===== config.mk =====
export PLATFORM = sky130hd
export DESIGN_NAME = fbtp_ctrl
export DESIGN_NICKNAME = d
export VERILOG_FILES = /design/src/hdl/fbtp_pkg.sv /design/src/hdl/fbtp_ctrl.sv
export SDC_FILE = /design/constraint.sdc
export NUM_CORES = 1
export LEC_CHECK = 0
export BUFFER_PORTS_ARGS = -buffer_cell sky130_fd_sc_hd__buf_2
export CELL_PAD_IN_SITES_DETAIL_PLACEMENT = 1
export CELL_PAD_IN_SITES_GLOBAL_PLACEMENT = 1
export CORE_AREA = 2 2 39 41
export CTS_BUF_LIST = sky130_fd_sc_hd__clkbuf_2 sky130_fd_sc_hd__clkbuf_4 sky130_fd_sc_hd__clkbuf_8
export DETAILED_ROUTE_END_ITERATION = 10
export DIE_AREA = 0 0 41 43
export PLACE_DENSITY_LB_ADDON = 0.1
export SYNTH_ARGS = -nofsm -noshare
export SYNTH_HDL_FRONTEND = slang
export SYNTH_SLANG_ARGS = --single-unit

===== constraint.sdc =====
create_clock -name clk -period 1 [get_ports clk]
set_input_delay 0.05 -clock clk [delete_from_list [all_inputs] [get_ports clk]]
set_output_delay 0.05 -clock clk [all_outputs]
set_load 0.05 [all_outputs]

===== src/hdl/fbtp_pkg.sv =====
// ----------------------------------------------------------------------------
// fbtp_pkg
// Shared constants, font tables and controller/datapath bundles for the
// monochrome framebuffer text plotter.
// ----------------------------------------------------------------------------
package fbtp_pkg;

  localparam int ROWS          = 64;
  localparam int COLUMNS       = 128;
  localparam int MAX_SCALE     = 8;
  localparam int BYTES_PER_ROW = COLUMNS / 8;
  localparam int ADDR_W        = (ROWS > 1) ? $clog2(ROWS) : 1;
  localparam int BYTE_W        = $clog2(BYTES_PER_ROW);
  localparam int CW            = 11;

  typedef logic signed [CW-1:0] coord_t;

  localparam logic [2:0] MODE_PLOT   = 3'd0;
  localparam logic [2:0] MODE_CHAR   = 3'd1;
  localparam logic [2:0] MODE_HALO   = 3'd2;
  localparam logic [2:0] MODE_BAND   = 3'd3;
  localparam logic [2:0] MODE_CLEAR  = 3'd4;
  localparam logic [2:0] MODE_INVALL = 3'd5;
  localparam logic [2:0] MODE_READ   = 3'd6;
  localparam logic [2:0] MODE_NOP    = 3'd7;

  // five glyph rows, three bits each, top row in the high octal digit
  localparam logic [14:0] DIGIT_FONT [10] = '{
    15'o75557, 15'o26227, 15'o71747, 15'o71717, 15'o55711,
    15'o74717, 15'o74757, 15'o71122, 15'o75757, 15'o75717
  };

  localparam logic [14:0] LETTER_FONT [26] = '{
    15'o25755, 15'o65656, 15'o34443, 15'o65556, 15'o74747,
    15'o74744, 15'o34553, 15'o55755, 15'o72227, 15'o11152,
    15'o55655, 15'o44447, 15'o57755, 15'o65555, 15'o75557,
    15'o75744, 15'o75571, 15'o75655, 15'o34216, 15'o72222,
    15'o55557, 15'o55552, 15'o55775, 15'o55255, 15'o55222,
    15'o71247
  };

  localparam logic [14:0] BANG_GLYPH  = 15'o22202;
  localparam logic [14:0] COLON_GLYPH = 15'o02020;

  function automatic logic [14:0] glyph_bits(input logic [7:0] code);
    logic [14:0] g;
    g = 15'o0;
    if (code >= 8'h30 && code <= 8'h39) begin
      g = DIGIT_FONT[4'(code - 8'h30)];
    end else if (code >= 8'h41 && code <= 8'h5a) begin
      g = LETTER_FONT[5'(code - 8'h41)];
    end else if (code >= 8'h61 && code <= 8'h7a) begin
      g = LETTER_FONT[5'(code - 8'h61)];
    end else if (code == 8'h21) begin
      g = BANG_GLYPH;
    end else if (code == 8'h3a) begin
      g = COLON_GLYPH;
    end
    return g;
  endfunction

  typedef struct packed {
    logic load;
    logic setup;
    logic cols;
    logic rd;
    logic mask;
    logic wr;
    logic init_wr;
    logic out_load;
    logic out_next;
  } fbtp_cmd_t;

  typedef struct packed {
    logic empty;
    logic row_last;
    logic is_read;
    logic out_last;
  } fbtp_stat_t;

endpackage


===== src/hdl/fbtp_ctrl.sv =====
// ----------------------------------------------------------------------------
// fbtp_ctrl
// Sequencer: clearing pass, item setup, per-row read-modify-write, row readout.
// ----------------------------------------------------------------------------
module fbtp_ctrl (
  input  logic               clk,
  input  logic               rst,
  input  logic               in_valid,
  output logic               in_stall,
  output logic               out_valid,
  input  logic               out_stall,
  input  fbtp_pkg::fbtp_stat_t st,
  output fbtp_pkg::fbtp_cmd_t  cmd
);
  import fbtp_pkg::*;

  localparam logic [2:0] S_INIT  = 3'd0;
  localparam logic [2:0] S_IDLE  = 3'd1;
  localparam logic [2:0] S_SETUP = 3'd2;
  localparam logic [2:0] S_COLS  = 3'd3;
  localparam logic [2:0] S_READ  = 3'd4;
  localparam logic [2:0] S_MASK  = 3'd5;
  localparam logic [2:0] S_WRITE = 3'd6;
  localparam logic [2:0] S_EMIT  = 3'd7;

  logic [2:0] state, state_next;

  always_ff @(posedge clk) begin
    if (rst) begin
      state <= S_INIT;
    end else begin
      state <= state_next;
    end
  end

  always_comb begin
    state_next = state;
    cmd        = '0;
    in_stall   = 1'b1;
    out_valid  = 1'b0;
    case (state)
      S_INIT: begin
        cmd.init_wr = 1'b1;
        if (st.row_last) state_next = S_IDLE;
      end
      S_IDLE: begin
        in_stall = 1'b0;
        if (in_valid) begin
          cmd.load   = 1'b1;
          state_next = S_SETUP;
        end
      end
      S_SETUP: begin
        cmd.setup  = 1'b1;
        state_next = st.empty ? S_IDLE : S_COLS;
      end
      S_COLS: begin
        cmd.cols   = 1'b1;
        state_next = S_READ;
      end
      S_READ: begin
        cmd.rd     = 1'b1;
        state_next = S_MASK;
      end
      S_MASK: begin
        if (st.is_read) begin
          cmd.out_load = 1'b1;
          state_next   = S_EMIT;
        end else begin
          cmd.mask   = 1'b1;
          state_next = S_WRITE;
        end
      end
      S_WRITE: begin
        cmd.wr     = 1'b1;
        state_next = st.row_last ? S_IDLE : S_READ;
      end
      S_EMIT: begin
        out_valid = 1'b1;
        if (!out_stall) begin
          cmd.out_next = 1'b1;
          if (st.out_last) state_next = S_IDLE;
        end
      end
      default: state_next = S_IDLE;
    endcase
  end

endmodule


==> flow_summary.json <==
{
  "status": "finished, violations left",
  "failed_checks": "negative setup slack",
  "die_w_um": 41,
  "rows": 14,
  "synth_seq_cells": 3,
  "hold_viol": 0,
  "finalWorstSetupSlack_ns": -0.243,
  "route.antenna.remaining_nets": 0,
  "vias": 377,
  "cts_tree": "built",
  "whs_ns": 0.0794,
  "syn_avg_cell_area_um2": 6.90,
  "yosysWarnings": 0,
  "final_cell_area_um2": 648,
  "end_kind": "primary output",
  "hold_class": "in2reg",
  "yosys_most_used_dff": "dfxtp_1",
  "sequentialPowerShare": 0.210,
  "track_usage": 0.132,
  "routed_wl_um": 960,
  "r2r-end": "state[0]",
  "dp_hpwl_um": 662,
  "clock_path_buffers": 2,
  "syn-num-nets": 47,
  "fp.coreArea_um2": 1380,
  "min_to": "state[1]",
  "yosysTopAreaCell": "dfxtp_1",
  "ir_worst_vdd_mv": 0.671,
  "ys_seq_area_frac": 0.223,
  "grt_pass1_wl_um": 1640,
  "drv_slew": 0,
  "firstDrtPassIters": 1,
  "synth-edff-count": 0,
  "area_delta_synth_final_pct": 141,
  "antenna_found_initial": 0,
  "h-tree-depth": 1,
  "finalNonFillerCells": 83,
  "synth_compound_area_frac": 0.214,
  "reg2reg_from": "state[1]",
  "routabilityCongestion": 0.682,
  "fp.dieH_um": 43,
  "setup_viol": 13,
  "critPathKind": "reg2out",
  "grt_pass1_vias": 404,
  "synth_cells": 39,
  "critPathRequiredTime_ns": 0.95,
  "power.density_nw_per_um2": 1060,
  "synth_cell_type_count": 23,
  "power.leakage_nw": 0.274,
  "netlist.area_leader.share": 0.223,
  "power.internal_w": 0.000440,
  "sw_frac_of_total": 0.361,
  "slew-limit-headroom": 0.797,
  "synth_fa_ha_area_frac": 0,
  "cts_buffers": 3,
  "max_freq_mhz": 805,
  "tightestPinTransition_ns": 0.301,
  "synthTopCellsByCount": "4 x inv_1, 4 x nand2_1, 4 x nor2_1, 4 x o21ai_0, 3 x dfxtp_1",
  "comb_power_share": 0.435,
  "cp.arrival_ns": 1.19,
  "drt_iter0_markers": 0,
  "drv_cap": 0,
  "p_clk_frac": 0.355,
  "rsz0062_at_grt": "true",
  "root_buffer": "clkbuf_4",
  "async_flop_share": 0,
  "regMostFlops": "state",
  "min_period_over_period": 1.24,
  "synth_top_family_by_area": "simple AND/OR/NAND/NOR gates",
  "reg2reg_slack_ns": -0.22,
  "start_util": 0.194,
  "io_pins": 19,
  "synth.area.mux_share": 0,
  "synth_area_um2": 269,
  "finalNetCount": 76,
  "placed_cells": 76,
  "numPortBuffers": 18,
  "wl_per_cell_um": 11.6,
  "yosys.area_share.simple": 0.423,
  "path_max_fanout": 6,
  "rr_worst_depth": 4,
  "hp-start": "st[3]",
  "drc": 0,
  "cts.sink_count": 3,
  "reg_top3": "state x3",
  "synth_xor_area_frac": 0,
  "cp-start-kind": "register",
  "period_needed_ns": 1.24,
  "clk_latency_ns": 0.23,
  "grt_max_degree": 10,
  "skew_ns": 0.00104,
  "drive_above_1_share": 0.701,
  "yosys-top-cells-area": "dfxtp_1 22%, o21ai_0 7.4%, inv_1 5.6%",
  "clk_pin_slew_ns": 0.04,
  "p_sw_w": 0.000249,
  "grt-ovfl-total": 0,
  "dieArea_um2": 1760,
  "largest_reg_flops": 3,
  "via_per_inst": 4.54,
  "postLayoutCoreUtil": 0.468,
  "place_area_um2": 465,
  "min_path_cells": 3,
  "antenna_cells": 0
}
[per-layer routing]
layer / track usage / routed length, um
met1: 0.192 / 420
met2: 0.188 / 478
met3: 0.0314 / 61
met4: 0.0400 / 0
met5: 0 / 0
[how the worst max path moves through the flow]
stage	startpoint	to	slack (ns)	cells past startpoint
floorplan	state[1]	state[0]	-0.18	4
global placement	state[1]	state[1]	-0.19	3
detailed placement	state[1]	state[1]	-0.22	3
CTS	state[1]	cmd[4]	-0.25	4
global route	state[1]	cmd[7]	-0.31	4
finish	state[1]	cmd[4]	-0.24	4
[cell type report]
class / count / area [um^2]
sequential: 3 / 71.3
timing repair buffer: 27 / 259
multi-input combinational: 29 / 249
inverter: 4 / 18.8
clock buffer: 4 / 30.0
fill: 162 / 736
tap: 16 / 20.0
[cell usage in the layout (no fill, tap or decap), drive strengths merged, types with 2 or more instances in the layout]
cell type  instances
o21ai              4
and3               2
a31oi              2
dfxtp              3
buf               26
inv                3
nand2              4
clkbuf             4
nor2               4
[repair_timing]
action | 4_1_cts | 5_1_grt
setup buffers | 2 | 0
hold endpoints to repair | 0 | 1
pin swaps | 2 | 1
setup endpoints to repair | 14 | 14
resized for setup | 39 | 2
hold buffers | 0 | 1
[power by group through the flow]
| stage | combinational (W) | clock, W | sequential (W) |
|---|---|---|---|
| finish | 0.000300 | 0.000245 | 0.000145 |
| detailed placement | 0.000232 | 0 | 0.000148 |
| CTS | 0.000296 | 0.000254 | 0.000145 |
| global placement | 0.000234 | 0 | 0.000148 |
| floorplan | 0.000186 | 0 | 0.000137 |
| global route | 0.000319 | 0.000275 | 0.000147 |
[stage by stage]
stage	setup WS (ns)	total power (W)	setup TNS, ns
floorplan	-0.176	0.000323	-1.21
global placement	-0.192	0.000381	-1.77
detailed placement	-0.217	0.000380	-1.72
CTS	-0.251	0.000696	-2.29
global route	-0.308	0.000742	-2.88
finish	-0.243	0.000689	-2.19
[cells by family (layout without fill, tap and decap cells)]
family,count (synthesis),in the layout
flip-flops,3,3
AO/OA/AOI/OAI,9,9
buffers and inverters,7,35
AND/OR/NAND/NOR,20,20
[critical path, stage by stage, from the launching register on]
cell and delay [ns]:
dfxtp_4 0.35, and2b_2 0.27, nand2_1 0.10, nor2_4 0.09, buf_6 0.16
Power figures use the tool's default switching activity.
